[src/rtl/keyed_fifo_unique_keys_top_defines.svh]
// Assertion macros for the keyed FIFO RTL, included by kfuk_datapath.
// Each macro expects clk_i and rst_ni to exist in the module that uses it.
`ifndef KEYED_FIFO_UNIQUE_KEYS_TOP_DEFINES_SVH
`define KEYED_FIFO_UNIQUE_KEYS_TOP_DEFINES_SVH

// A condition that must hold at every clock edge outside reset.
`define KFUK_ASSERT_ALWAYS(label, cond, msg) \
  label: assert property (@(posedge clk_i) disable iff (!rst_ni) (cond)) \
    else $error(msg);

// A consequence that must hold in the cycle after the antecedent.
`define KFUK_ASSERT_NEXT(label, ante, cons, msg) \
  label: assert property (@(posedge clk_i) disable iff (!rst_ni) (ante) |=> (cons)) \
    else $error(msg);

`endif

[src/rtl/kfuk_pkg.sv]
package kfuk_pkg;

  localparam int unsigned QueueDepthDef = 16;
  localparam int unsigned KeyW          = 32;
  localparam int unsigned DataW         = 32;
  localparam int unsigned TypeW         = 2;
  localparam int unsigned StatusW       = 3;

  typedef enum logic [1:0] {
    OP_ENQ,
    OP_DEQ,
    OP_UPD
  } op_e;

  typedef enum logic [StatusW-1:0] {
    ST_ENQUEUED  = 3'd0,
    ST_DUPLICATE = 3'd1,
    ST_FULL      = 3'd2,
    ST_DEQUEUED  = 3'd3,
    ST_UNDERFLOW = 3'd4,
    ST_UPDATED   = 3'd5
  } status_e;

  typedef enum logic [2:0] {
    S_IDLE,
    S_SCAN,
    S_DEQ_RD,
    S_COMMIT,
    S_RESP
  } state_e;

  typedef struct packed {
    logic load;
    logic scan_init;
    logic scan_step;
    logic commit;
    op_e  op;
  } kfuk_cmd_t;

  typedef struct packed {
    logic scan_done;
  } kfuk_stat_t;

  // Only the upper bit selects an update, so the unused type code acts as one.
  function automatic op_e decode_op(input logic [TypeW-1:0] req_type);
    op_e op;
    if (req_type[1]) begin
      op = OP_UPD;
    end else if (req_type[0]) begin
      op = OP_DEQ;
    end else begin
      op = OP_ENQ;
    end
    return op;
  endfunction

endpackage

[src/rtl/kfuk_ctrl.sv]
module kfuk_ctrl
  import kfuk_pkg::*;
(
  input  logic             clk_i,
  input  logic             rst_ni,
  input  logic             in_valid_i,
  output logic             in_ready_o,
  input  logic [TypeW-1:0] in_type_i,
  output logic             out_valid_o,
  input  logic             out_ready_i,
  output kfuk_cmd_t        cmd_o,
  input  kfuk_stat_t       stat_i
);

  state_e state_q, state_d;
  op_e    op_q, op_d;
  op_e    in_op;

  assign in_op = decode_op(in_type_i);

  always_comb begin
    state_d = state_q;
    op_d    = op_q;
    case (state_q)
      S_IDLE: begin
        if (in_valid_i) begin
          op_d    = in_op;
          state_d = (in_op == OP_DEQ) ? S_DEQ_RD : S_SCAN;
        end
      end
      S_SCAN: begin
        if (stat_i.scan_done) begin
          state_d = S_COMMIT;
        end
      end
      S_DEQ_RD: begin
        state_d = S_COMMIT;
      end
      S_COMMIT: begin
        state_d = S_RESP;
      end
      S_RESP: begin
        if (out_ready_i) begin
          state_d = S_IDLE;
        end
      end
      default: begin
        state_d = S_IDLE;
      end
    endcase
  end

  always_comb begin
    in_ready_o      = 1'b0;
    out_valid_o     = 1'b0;
    cmd_o.load      = 1'b0;
    cmd_o.scan_init = 1'b0;
    cmd_o.scan_step = 1'b0;
    cmd_o.commit    = 1'b0;
    cmd_o.op        = op_q;
    case (state_q)
      S_IDLE: begin
        in_ready_o      = 1'b1;
        cmd_o.load      = in_valid_i;
        cmd_o.scan_init = in_valid_i;
      end
      S_SCAN: begin
        cmd_o.scan_step = 1'b1;
      end
      S_DEQ_RD: begin
        cmd_o.op = op_q;
      end
      S_COMMIT: begin
        cmd_o.commit = 1'b1;
      end
      S_RESP: begin
        out_valid_o = 1'b1;
      end
      default: begin
        in_ready_o = 1'b0;
      end
    endcase
  end

  always_ff @(posedge clk_i or negedge rst_ni) begin
    if (!rst_ni) begin
      state_q <= S_IDLE;
      op_q    <= OP_ENQ;
    end else begin
      state_q <= state_d;
      op_q    <= op_d;
    end
  end

endmodule

[src/rtl/kfuk_datapath.sv]
`include "keyed_fifo_unique_keys_top_defines.svh"

module kfuk_datapath
  import kfuk_pkg::*;
#(
  parameter int unsigned QUEUE_DEPTH = QueueDepthDef,
  localparam int unsigned CntW       = $clog2(QUEUE_DEPTH + 1)
) (
  input  logic                    clk_i,
  input  logic                    rst_ni,
  input  kfuk_cmd_t               cmd_i,
  output kfuk_stat_t              stat_o,
  input  logic signed [KeyW-1:0]  req_key_i,
  input  logic signed [DataW-1:0] req_data_i,
  output status_e                 status_o,
  output logic signed [KeyW-1:0]  out_key_o,
  output logic signed [DataW-1:0] out_data_o,
  output logic                    not_found_o,
  output logic [CntW-1:0]         occupancy_o,
  output logic                    is_empty_o
);

  localparam int unsigned IdxW    = $clog2(QUEUE_DEPTH);
  localparam logic [IdxW-1:0] LastIdx = IdxW'(QUEUE_DEPTH - 1);
  localparam logic [CntW-1:0] FullCnt = CntW'(QUEUE_DEPTH);

  function automatic logic [IdxW-1:0] next_idx(input logic [IdxW-1:0] idx);
    return (idx == LastIdx) ? '0 : idx + IdxW'(1);
  endfunction

  logic [KeyW-1:0]  key_mem [QUEUE_DEPTH];
  logic [DataW-1:0] data_mem [QUEUE_DEPTH];

  logic [IdxW-1:0]  head_q, head_d, tail_q, tail_d;
  logic [CntW-1:0]  cnt_q, cnt_d;
  logic [IdxW-1:0]  rd_ptr_q, slot_q, found_slot_q;
  logic [CntW-1:0]  left_q;
  logic             pend_q, found_q;
  logic [KeyW-1:0]  key_q, key_rd_q;
  logic [DataW-1:0] data_q, data_rd_q;

  status_e          status_q, status_d;
  logic [KeyW-1:0]  okey_q, okey_d;
  logic [DataW-1:0] odata_q, odata_d;
  logic             nf_q, nf_d;
  logic [CntW-1:0]  occ_q;
  logic             empty_q;

  logic             issue;
  logic [IdxW-1:0]  rd_addr;
  logic             key_we, data_we;
  logic [IdxW-1:0]  data_waddr;
  logic             is_full;

  assign is_full = (cnt_q == FullCnt);
  assign issue   = cmd_i.scan_step && (left_q != '0) && !found_q;
  assign rd_addr = (cmd_i.op == OP_DEQ) ? head_q : rd_ptr_q;

  assign stat_o.scan_done = found_q || ((left_q == '0) && !pend_q);

  assign key_we     = cmd_i.commit && (cmd_i.op == OP_ENQ) && !found_q && !is_full;
  assign data_we    = key_we || (cmd_i.commit && (cmd_i.op == OP_UPD) && found_q);
  assign data_waddr = (cmd_i.op == OP_UPD) ? found_slot_q : tail_q;

  always_ff @(posedge clk_i) begin
    if (key_we) begin
      key_mem[tail_q] <= key_q;
    end
    if (data_we) begin
      data_mem[data_waddr] <= data_q;
    end
  end

  always_ff @(posedge clk_i) begin
    key_rd_q  <= key_mem[rd_addr];
    data_rd_q <= data_mem[head_q];
  end

  always_comb begin
    head_d   = head_q;
    tail_d   = tail_q;
    cnt_d    = cnt_q;
    status_d = ST_UPDATED;
    okey_d   = '0;
    odata_d  = '0;
    nf_d     = 1'b0;
    case (cmd_i.op)
      OP_ENQ: begin
        if (found_q) begin
          status_d = ST_DUPLICATE;
        end else if (is_full) begin
          status_d = ST_FULL;
        end else begin
          status_d = ST_ENQUEUED;
          tail_d   = next_idx(tail_q);
          cnt_d    = cnt_q + CntW'(1);
        end
      end
      OP_DEQ: begin
        if (cnt_q == '0) begin
          status_d = ST_UNDERFLOW;
        end else begin
          status_d = ST_DEQUEUED;
          okey_d   = key_rd_q;
          odata_d  = data_rd_q;
          head_d   = next_idx(head_q);
          cnt_d    = cnt_q - CntW'(1);
        end
      end
      OP_UPD: begin
        status_d = ST_UPDATED;
        nf_d     = !found_q;
      end
      default: begin
        status_d = ST_UPDATED;
      end
    endcase
  end

  always_ff @(posedge clk_i or negedge rst_ni) begin
    if (!rst_ni) begin
      head_q   <= '0;
      tail_q   <= '0;
      cnt_q    <= '0;
      rd_ptr_q <= '0;
      left_q   <= '0;
      pend_q   <= 1'b0;
      found_q  <= 1'b0;
    end else begin
      if (cmd_i.commit) begin
        head_q <= head_d;
        tail_q <= tail_d;
        cnt_q  <= cnt_d;
      end
      if (cmd_i.scan_init) begin
        rd_ptr_q <= head_q;
        left_q   <= cnt_q;
        pend_q   <= 1'b0;
        found_q  <= 1'b0;
      end else if (cmd_i.scan_step) begin
        pend_q <= issue;
        if (issue) begin
          rd_ptr_q <= next_idx(rd_ptr_q);
          left_q   <= left_q - CntW'(1);
        end
        if (pend_q && !found_q && (key_rd_q == key_q)) begin
          found_q <= 1'b1;
        end
      end
    end
  end

  always_ff @(posedge clk_i) begin
    if (cmd_i.load) begin
      key_q  <= req_key_i;
      data_q <= req_data_i;
    end
    if (issue) begin
      slot_q <= rd_ptr_q;
    end
    if (cmd_i.scan_step && pend_q && !found_q && (key_rd_q == key_q)) begin
      found_slot_q <= slot_q;
    end
    if (cmd_i.commit) begin
      status_q <= status_d;
      okey_q   <= okey_d;
      odata_q  <= odata_d;
      nf_q     <= nf_d;
      occ_q    <= cnt_d;
      empty_q  <= (cnt_d == '0);
    end
  end

  assign status_o    = status_q;
  assign out_key_o   = okey_q;
  assign out_data_o  = odata_q;
  assign not_found_o = nf_q;
  assign occupancy_o = occ_q;
  assign is_empty_o  = empty_q;

  `KFUK_ASSERT_ALWAYS(a_cnt_bound, cnt_q <= FullCnt, "entry count exceeds queue depth")
  `KFUK_ASSERT_NEXT(a_cnt_only_commit, !cmd_i.commit, $stable(cnt_q), "count moved without commit")
  `KFUK_ASSERT_NEXT(a_found_sticky, cmd_i.scan_step && found_q, found_q, "match lost during scan")
  `KFUK_ASSERT_NEXT(a_enq_grows, key_we, cnt_q == CntW'($past(cnt_q) + CntW'(1)), "enqueue count")
  `KFUK_ASSERT_NEXT(a_underflow, cmd_i.commit && (cmd_i.op == OP_DEQ) && (cnt_q == '0), status_q == ST_UNDERFLOW && okey_q == '0, "underflow result")

endmodule

[src/rtl/keyed_fifo_unique_keys_top.sv]
// Keyed FIFO with unique keys.
// The request channel carries one beat per request: tuser holds the request
// type (enqueue, dequeue, or update by key) and tdata holds the key and data.
// The result channel returns exactly one beat per request with a status code
// in tuser and, in tdata, the dequeued key and data, a not-found flag, the
// occupancy after the request and an empty flag.
// Enqueue and update search the held keys from oldest to newest, one key per
// cycle through the key memory read port, and stop early when the key is
// found; the request is then committed and its result beat returned.
// Dequeue skips the search: it reads the head entry, commits and responds.
// One request is processed at a time, and a new request beat is accepted in
// the cycle after the previous result beat has been taken.
// Reset empties the queue; the memories are not cleared, since entries are
// only read once written.
// While the receiver holds tready low the result beat stays valid and stable
// and no new request is accepted.
module keyed_fifo_unique_keys_top
  import kfuk_pkg::*;
#(
  parameter int unsigned QUEUE_DEPTH = QueueDepthDef,
  localparam int unsigned CntW       = $clog2(QUEUE_DEPTH + 1),
  localparam int unsigned OutBits    = KeyW + DataW + 2 + CntW,
  localparam int unsigned TdataW     = ((OutBits + 7) / 8) * 8
) (
  input  logic                     clk_i,
  input  logic                     rst_ni,
  input  logic                     s_axis_tvalid_i,
  output logic                     s_axis_tready_o,
  // req_key, req_data
  input  logic [KeyW+DataW-1:0]    s_axis_tdata_i,
  // req_type
  input  logic [TypeW-1:0]         s_axis_tuser_i,
  output logic                     m_axis_tvalid_o,
  input  logic                     m_axis_tready_i,
  // out_key, out_data, not_found, occupancy, is_empty, zero padding
  output logic [TdataW-1:0]        m_axis_tdata_o,
  // status
  output logic [StatusW-1:0]       m_axis_tuser_o
);

  kfuk_cmd_t               cmd;
  kfuk_stat_t              stat;
  status_e                 status;
  logic signed [KeyW-1:0]  out_key;
  logic signed [DataW-1:0] out_data;
  logic                    not_found;
  logic [CntW-1:0]         occupancy;
  logic                    is_empty;

  kfuk_ctrl u_ctrl (
    .clk_i       (clk_i),
    .rst_ni      (rst_ni),
    .in_valid_i  (s_axis_tvalid_i),
    .in_ready_o  (s_axis_tready_o),
    .in_type_i   (s_axis_tuser_i),
    .out_valid_o (m_axis_tvalid_o),
    .out_ready_i (m_axis_tready_i),
    .cmd_o       (cmd),
    .stat_i      (stat)
  );

  kfuk_datapath #(
    .QUEUE_DEPTH (QUEUE_DEPTH)
  ) u_datapath (
    .clk_i       (clk_i),
    .rst_ni      (rst_ni),
    .cmd_i       (cmd),
    .stat_o      (stat),
    .req_key_i   (s_axis_tdata_i[KeyW-1:0]),
    .req_data_i  (s_axis_tdata_i[KeyW+DataW-1:KeyW]),
    .status_o    (status),
    .out_key_o   (out_key),
    .out_data_o  (out_data),
    .not_found_o (not_found),
    .occupancy_o (occupancy),
    .is_empty_o  (is_empty)
  );

  assign m_axis_tdata_o = TdataW'({is_empty, occupancy, not_found, out_data, out_key});
  assign m_axis_tuser_o = status;

endmodule
[config.mk]
export PLATFORM = sky130hd
export DESIGN_NAME = keyed_fifo_unique_keys_top
export DESIGN_NICKNAME = d
export VERILOG_FILES = /design/src/rtl/kfuk_pkg.sv /design/src/rtl/kfuk_ctrl.sv /design/src/rtl/kfuk_datapath.sv /design/src/rtl/keyed_fifo_unique_keys_top.sv
export VERILOG_INCLUDE_DIRS = /design/src /design/src/rtl
export SDC_FILE = /design/constraint.sdc
export NUM_CORES = 1
export LEC_CHECK = 0
export BUFFER_PORTS_ARGS = -buffer_cell sky130_fd_sc_hd__buf_2
export CORE_ASPECT_RATIO = 0.7
export CORE_MARGIN = 5
export CORE_UTILIZATION = 54
export DETAILED_ROUTE_END_ITERATION = 10
export GPL_ROUTABILITY_DRIVEN = 0
export PLACE_DENSITY = 0.71
export SLEW_MARGIN = 20
export SYNTH_ARGS = -nofsm -noshare
export SYNTH_HDL_FRONTEND = slang
export SYNTH_SLANG_ARGS = --single-unit
[constraint.sdc]
create_clock -name clk_i -period 8.46 [get_ports clk_i]
set_clock_uncertainty 0.2 [all_clocks]
set_input_delay 0.846 -clock clk_i [delete_from_list [all_inputs] [get_ports clk_i]]
set_output_delay 0.846 -clock clk_i [all_outputs]
set_load 0.03 [all_outputs]
* After elaboration in Yosys (flattened, before gate mapping)
Memory sizes are Yosys's and may differ from the RTL's. A register that Yosys moved wholly into a read port is not among the register bits.
Cells that the tools add are included.
** Storage, ports and cells
- Bits in registers :: 175
- Bits in latches :: 0
- Memory bits (writable) :: 1024
- Bits in read-only memories :: 0
- Bits of input ports :: 70
- Logic and storage cells :: 120
- Memories kept :: 2
** Memories
- u_datapath.data_mem :: words 16, width 32, rd ports 1, clocked after Yosys merged registers in 1, write ports 1, line kfuk_datapath.sv:32 : logic [DataW-1:0] data_mem [QUEUE_DEPTH];
- u_datapath.key_mem :: words 16, width 32, rd ports 1, clocked after Yosys merged registers in 1, write ports 1, line kfuk_datapath.sv:31 : logic [KeyW-1:0] key_mem [QUEUE_DEPTH];
** Operators by class
- Add/sub/neg operators :: 6
- $mul :: 0
- Div/mod/pow operators :: 0
- Magnitude comparators :: 0
- Equality and inequality tests :: 15
- Shifts and indexed selects :: 0
- Mux-type cells :: 40
- Bitwise gates (word level) :: 4
- Reduce and logical (&&, ||, !) cells :: 34
** Operator list (number)
- 32-bit equality test :: 1
- 4-bit two-way mux :: 8
- 5-bit two-way mux :: 6
- 5-bit logical NOT :: 3
- 3-bit two-way mux :: 5
- 3-bit case mux with 5 select lines :: 1
- 1-bit two-way mux :: 14
- 1-bit logical AND :: 13
- 4-bit by 1-bit adder with 4-bit output (second input constant) :: 3
- 4-bit equality test (second input constant) :: 3
- 5-bit case mux with 2 select lines :: 1
- 5-bit by 1-bit subtractor with 5-bit output (second input constant) :: 2
- 2-bit two-way mux :: 4
- 3-bit by 2-bit equality test with 1-bit output (second input constant) :: 2
- 2-bit inequality test (second input constant) :: 3
- 3-bit case mux with 2 select lines :: 1
- 2-bit AND reduction :: 3
- 3-bit AND reduction :: 2
- 2-bit nonzero test :: 3
- 5-bit by 1-bit adder with 5-bit output (second input constant) :: 1
- 5-bit equality test (second input constant) :: 1
- 5-bit nonzero test :: 1
- 2-bit by 1-bit equality test with 1-bit output (second input constant) :: 2
- 1-bit NOT :: 4
- 9 further kinds :: 12

* Longest topological paths before layout
Gate-level depths: netlist (run 1).
- Word-level depth :: 8
- Depth in mapped cells :: 9
- Gate-level depth less buffers :: 8

* Modules after synthesis
A second synthesis (run 1) with hierarchy kept.
** Second synthesis, totals
- Cell total of the unflattened synthesis :: 2572
- Area, all modules :: 48824.3 µm²
** Modules (own cells, without submodules)
- kfuk_datapath :: times used 1, cells an instance 2543, area an instance 48524.0 µm², sequential area each 37015.5 µm²
- kfuk_ctrl :: times used 1, cells an instance 25, area an instance 274.0 µm², sequential area each 125.1 µm²
- keyed_fifo_unique_keys_top :: times used 1, cells an instance 4, area an instance 26.3 µm², sequential area each 0.0 µm²

* Worst setup path before layout (run 1)
Ideal clock, no wire load.
- Path type :: flip-flop to flip-flop
- Start point :: register u_ctrl.state_q[0]
- End point :: register u_datapath.left_q[3]
- Library setup time :: 239 ps
- Arrival time :: 3881 ps
- Path slack :: 4140 ps
- Stages on the path, launching flop included :: 7
- Buffers on the path :: 2
- Clock period less this slack :: 4320 ps
- Cells stage by stage :: dfrtp_1 buf_2 nor3_1 nand2_1 inv_1 buf_1 o21ai_0
** RTL lines
- start, declared :: line kfuk_ctrl.sv:15 : state_e state_q, state_d;
- start signal, assigned :: line kfuk_ctrl.sv:90 : state_q <= state_d;
- end signal, assigned :: line kfuk_datapath.sv:137 : left_q <= cnt_q;
- end signal, assigned :: line kfuk_datapath.sv:144 : left_q <= left_q - CntW'(1);
- end, declared :: line kfuk_datapath.sv:37 : logic [CntW-1:0] left_q;

* Worst setup path after layout (run 1)
- Start point :: register u_ctrl.op_q[1]
- End point :: register u_datapath.key_rd_q[18] (read register of u_datapath.key_mem)
** On the way
- Longest elaborated chain between the ends :: 2
** Ends and longest elaborated chain
- start, declared :: line kfuk_ctrl.sv:16 : op_e op_q, op_d;
- start signal, assigned :: line kfuk_ctrl.sv:91 : op_q <= op_d;
- 2-bit by 1-bit equality test with 1-bit output :: line kfuk_datapath.sv:57 : assign rd_addr = (cmd_i.op == OP_DEQ) ? head_q : rd_ptr_q;
- 4-bit two-way mux :: line kfuk_datapath.sv:57
- end, declared :: line kfuk_datapath.sv:39 : logic [KeyW-1:0] key_q, key_rd_q;
No other way between the ends.
A chain may end at the register's enable or synchronous reset.

==> run summary, run 1 <==
Post-Syn Area per Cell = 18.4 sq um
RSZ-0062 raised after global routing = false
Slew @ Worst Pin = 1.16 ns
Yosys warnings = 0
CP max stage cell = dfrtp_1
Worst R2R Setup Slack = 4.21 ns
mapped cell area = 0.0479 sq mm
htree depth = 3
Crit Path Class = reg -> reg
I/O Pins = 147
CTS Hold Bufs = 0
final WL = 111,000 um
post-synthesis register bit count = 1,263
DR pass1 iterations = 5
most frequent cells in the layout = edfxtp_1, mux2i_1, buf_2
Final nets = 2,852
per-cell routed wire length = 27.6 um
DRC violations left = 0
Largest stage delay, worst path = 0.76 ns
leading cell type in the layout, fill and taps excluded = edfxtp_1
Setup WS pre-CTS = 4.27 ns
Reg clk slew, reported paths = 0.07 ns
Synth Flop Type = edfxtp_1
Startpoint Class = flip-flop
gr usage total = 0.233
Clock Root Buffer = clkbuf_16
post-synthesis sequential area ratio = 0.776
outcome = finished clean
Post-synth ARST share = 0.0230
number of synthesized flops with an enable pin = 1,170
Setup crit end kind = flip-flop
syn nets = 2,676
final hold vios = 0
critical path arrival = 4.63 ns
CTS sink cnt = 1,263
Slew headroom = 0.226
total gr overflow = 0
worst skew pair latency = 0.70 ns
Final Cycle Share = 0.503
setup TNS = 0 ns
synthesis-to-finish area growth = 13.0%
# Post-CTS Setup Buffers = 0
Die Height = 259 um
Slew Viols, Final = 0
Syn Inst Count = 2,596
Final setup viols = 0
drt initial violations = 2,993
post-route setup slack = 4.21 ns
largest net degree at the start of global routing = 151
overall power = 15,500 uW
Die X = 366 um
Num CTS Buffers = 114
die area = 0.0948 sq mm
row count = 91
Pwr Density = 286 mW/mm^2
via count = 25.3k
leakage = 0.0175 uW
diode count = 0
Initial Util = 0.544
Cell Chain, Critical Path = nand2b_2 -> buf_4 -> a21o_4 -> nand2_1 -> o221a_2 -> a211o_1
post-CTS resize count = 0
maximum buffer depth of the clock tree = 3
max-cap violation count = 0
clock period minus worst slack = 4.25 ns
maximum clock frequency = 235 MHz
vias per inst = 6.28
DRT antenna net count = 0
HP Class = in -> async
initial antenna violation count = 1
Worst Path Required = 8.84 ns
CP max FO = 50
detailed placement HPWL = 62,700 um
CTS tree = done
Peak supply drop = 0.197 mV
I/O Buffers = 145
share of cells above drive strength 1 = 0.199
Netlist cell types = 75
first-pass GRT wire length = 165,000 um
number of global-route vias before repair = 25.7k
Core Area = 0.0880 sq mm
## synthesized netlist by cell type, types with 33 or more instances
cell,count,share of area
a221oi_1,66,0.012
a22oi_1,39,0.0061
and2_1,81,0.011
buf_2,61,0.0064
clkbuf_1,54,0.0042
dfxtp_1,64,0.027
edfxtp_1,1170,0.73
inv_1,33,0.0026
mux2i_1,201,0.042
mux4_2,89,0.042
nand2_1,141,0.011
nor2_1,42,0.0033
o21ai_0,66,0.0069
o22ai_1,67,0.0088
## report_power, final
| group | switching [uW] | internal [uW] | total, uW |
|---|---|---|---|
| Combinational | 1830 | 1230 | 3060 |
| Clock | 2250 | 2900 | 5150 |
| Sequential | 264 | 6980 | 7250 |
## layout make-up
| cell class | count | area [sq um] |
|---|---|---|
| clock buffers | 150 | 3100 |
| clock inverters | 67 | 688 |
| fillers | 5928 | 33900 |
| inverters | 33 | 129 |
| multi-input cells | 1156 | 10100 |
| flip-flops and latches | 1263 | 37200 |
| well taps | 1162 | 1450 |
| repair buffers | 204 | 1460 |
## kinds of logic after synthesis
kind of cell             after synthesis  synth area share
XOR/XNOR                              38           0.00695
adder cells (fa/ha/maj)               10           0.00261
multiplexers                         322            0.0925
AO/OA/AOI/OAI                        429            0.0661
buffers and inverters                177            0.0175
flip-flops                          1263             0.776
AND/OR/NAND/NOR                      356            0.0382
other                                  1         0.0000784
## metal layers
layer	vias up	track usage	part of all wire
li1	10800	-	-
met3	149	0.0515	0.10
met1	13000	0.347	0.43
met4	0	0.0561	0.020
met2	1373	0.356	0.45
met5	-	0	0
## worst paths after layout
check | depth (start not counted) | start | to
setup / recovery | 6 | u_ctrl.op_q[1] | u_datapath.key_rd_q[18]
hold / removal | 1 | rst_ni | u_ctrl.op_q[0]
setup reg to reg | 6 | u_ctrl.op_q[1] | u_datapath.key_rd_q[18]
hold reg to reg | 0 | u_datapath.slot_q[1] | u_datapath.found_slot_q[1]
max in group asynchronous | 1 | rst_ni | u_datapath.head_q[0]
min in group clk_i | 1 | s_axis_tdata_i[63] | u_datapath.data_q[31]
## critical path, delay by kind of cell (launching register included)
kind            cells  cell delay [ns]
flops               1             0.76
compound gates      3             1.52
buf+inv             1             0.59
simple gates        2             1.02
## stage by stage
step | hold WS, ns | instance area (sq um) | std cells | utilization
after floorplan | 0.200 | 47900 | 2596 | -
after CTS | 0.00522 | 53900 | 4029 | 0.613
after global routing | 0.0411 | 54100 | 4035 | 0.614
final | 0.0212 | 54100 | 4035 | 0.614
after global placement | 0.210 | 49900 | 3801 | 0.567
after detailed placement | 0.216 | 50100 | 3812 | 0.570
## state kept, by name, indices dropped and copies added, names as in the netlist, 3 cells and up
signal                   cells
u_datapath.data_mem        512
u_datapath.key_mem         512
u_datapath.data_q           32
u_datapath.data_rd_q        32
u_datapath.key_q            32
u_datapath.key_rd_q         32
u_datapath.out_data_o       32
u_datapath.out_key_o        32
u_datapath.cnt_q             5
u_datapath.left_q            5
u_datapath.occupancy_o       5
u_datapath.found_slot_q      4
u_datapath.head_q            4
u_datapath.rd_ptr_q          4
u_datapath.slot_q            4
u_datapath.tail_q            4
u_ctrl.state_q               3
u_datapath.status_o          3
Power figures use the tool's default switching activity.
==> run 2: changes to the inputs <==
clock period = 4.4 ns   (was 8.46 ns; I/O delays follow)
==> run summary, run 2 (synthesized netlist as in run 1, its figures left out) <==
outcome = finished clean
setup TNS = 0 ns
fillers = 6,010
largest net degree at the start of global routing = 108
I/O Pins = 147
HP Class = in -> async
critical path arrival = 3.77 ns
total gr overflow = 0
Setup WS pre-CTS = 0.799 ns
Num CTS Buffers = 115
Worst Path Required = 4.52 ns
Die Height = 259 um
Crit Path Class = reg -> reg
Slew @ Worst Pin = 1.12 ns
Largest stage delay, worst path = 0.50 ns
DRC violations left = 0
metal1 wirelength = 48,900 um
CTS tree = done
most frequent cells in the layout = edfxtp_1, mux2i_1, buf_2
Clock Root Buffer = clkbuf_16
Largest regs = u_datapath.data_mem (512), u_datapath.key_mem (512)
worst skew pair latency = 0.69 ns
maximum clock frequency = 274 MHz
maximum buffer depth of the clock tree = 3
htree depth = 3
number of global-route vias before repair = 25.7k
met2 WL post-DR = 49,100 um
Initial Util = 0.544
Cell Chain, Critical Path = inv_1 -> ha_1 -> and4bb_2 -> or3_1 -> a211oi_1 -> o21ai_1 -> nor2_4 -> buf_4
detailed placement HPWL = 66,700 um
top layer in use = met5
RSZ-0062 raised after global routing = false
share of cells above drive strength 1 = 0.202
leakage = 0.0180 uW
Final nets = 2,954
placed cell area = 0.0503 sq mm
WHS = 0.179 ns
# Post-CTS Setup Buffers = 0
final WL = 113,000 um
per-cell routed wire length = 27.2 um
Slew headroom = 0.249
synthesis-to-finish area growth = 14.6%
Final Core Density = 0.623
Reg clk slew, reported paths = 0.06 ns
initial antenna violation count = 3
CTS sink cnt = 1,263
post-route setup slack = 0.748 ns
CTS Hold Bufs = 69
CP max FO = 32
met3 routed WL = 11,800 um
Critical Path Stages = 8
row count = 91
DRT antenna net count = 0
Final Cycle Share = 0.830
Die X = 366 um
Worst R2R Setup Slack = 0.75 ns
max-cap violation count = 0
drt initial violations = 3,141
vias per inst = 6.22
CP max stage cell = a211oi_1
leading cell type in the layout, fill and taps excluded = edfxtp_1
Setup crit end kind = flip-flop
die area = 0.0948 sq mm
Peak supply drop = 0.451 mV
gr usage total = 0.235
final instance area = 0.0548 sq mm
I/O Buffers = 145
Startpoint Class = flip-flop
Core Area = 0.0880 sq mm
via count = 25.8k
CP bufs+invs = 2
Final setup viols = 0
worst-case reg-to-reg path depth = 8
DR pass1 iterations = 6
final hold vios = 0
Pwr Density = 548 mW/mm^2
clock period minus worst slack = 3.65 ns
Slew Viols, Final = 0
first-pass GRT wire length = 167,000 um
post-CTS resize count = 0
CP top delay family = compound AO/OA/AOI/OAI gates
==> run 2: cell types whose count changed in the layout (fill, tap and decap cells not counted), moves of 2 or more <==
cell and change:
inv_6 -2, buf_12 -3, bufinv_16 -3, clkinv_1 -3, clkbuf_1 +10, clkbuf_8 +11
buf_4 +43, clkinv_2 -10, dlygate4sd3_1 +69, clkbuf_16 +3, clkinvlp_4 -4, buf_16 -9
inv_16 +2
==> run 2: cell type report <==
class / instances / area (sq um) / share of cell area
Inverter: 33 / 129 / 0.00235
Multi-Input combinational cell: 1156 / 10100 / 0.184
Timing Repair Buffer: 305 / 2180 / 0.0397
Clock buffer: 174 / 3360 / 0.0613
Tap cell: 1162 / 1450 / 0.0265
Clock inverter: 46 / 492 / 0.00897
Antenna cell: 1 / 2.50 / 0.0000456
Sequential cell: 1263 / 37200 / 0.677
==> run 2: power by group <==
group          switching, uW  total [uW]  internal [uW]
sequential               450       13900          13400
combinational           3710        6190           2480
clock                   4300       10000           5710
==> run 2: metal layers <==
| layer | track usage | vias up |
|---|---|---|
| met1 | 0.358 | 13200 |
| li1 | - | 11100 |
| met3 | 0.0619 | 191 |
| met2 | 0.341 | 1361 |
| met4 | 0.0621 | 2 |
| met5 | 0 | - |
==> run 2: through the flow <==
stage / power [uW] / cells
6_report: 30100 / 4140
5_1_grt: 31200 / 4139
3_5_place_dp: 20100 / 3850
4_1_cts: 30100 / 4139
3_3_place_gp: 20000 / 3850
2_1_floorplan: 18200 / 2596
==> run 2: final timing paths <==
kind / start / end
setup / recovery: u_datapath.cnt_q[1] / u_datapath.data_mem[0][27]
hold / removal: rst_ni / u_datapath.pend_q
setup reg to reg: u_datapath.cnt_q[1] / u_datapath.data_mem[0][27]
hold reg to reg: u_datapath.slot_q[1] / u_datapath.found_slot_q[1]
max in group asynchronous: rst_ni / u_datapath.head_q[0]
min in group clk_i: u_datapath.slot_q[1] / u_datapath.found_slot_q[1]
==> run 2: worst reg2reg max path, cell delays in order (launching register included) <==
cell and delay, ns:
dfrtp_1 0.45, inv_1 0.11, ha_1 0.25, and4bb_2 0.29, or3_1 0.32, a211oi_1 0.50
o21ai_1 0.44, nor2_4 0.21, buf_4 0.47
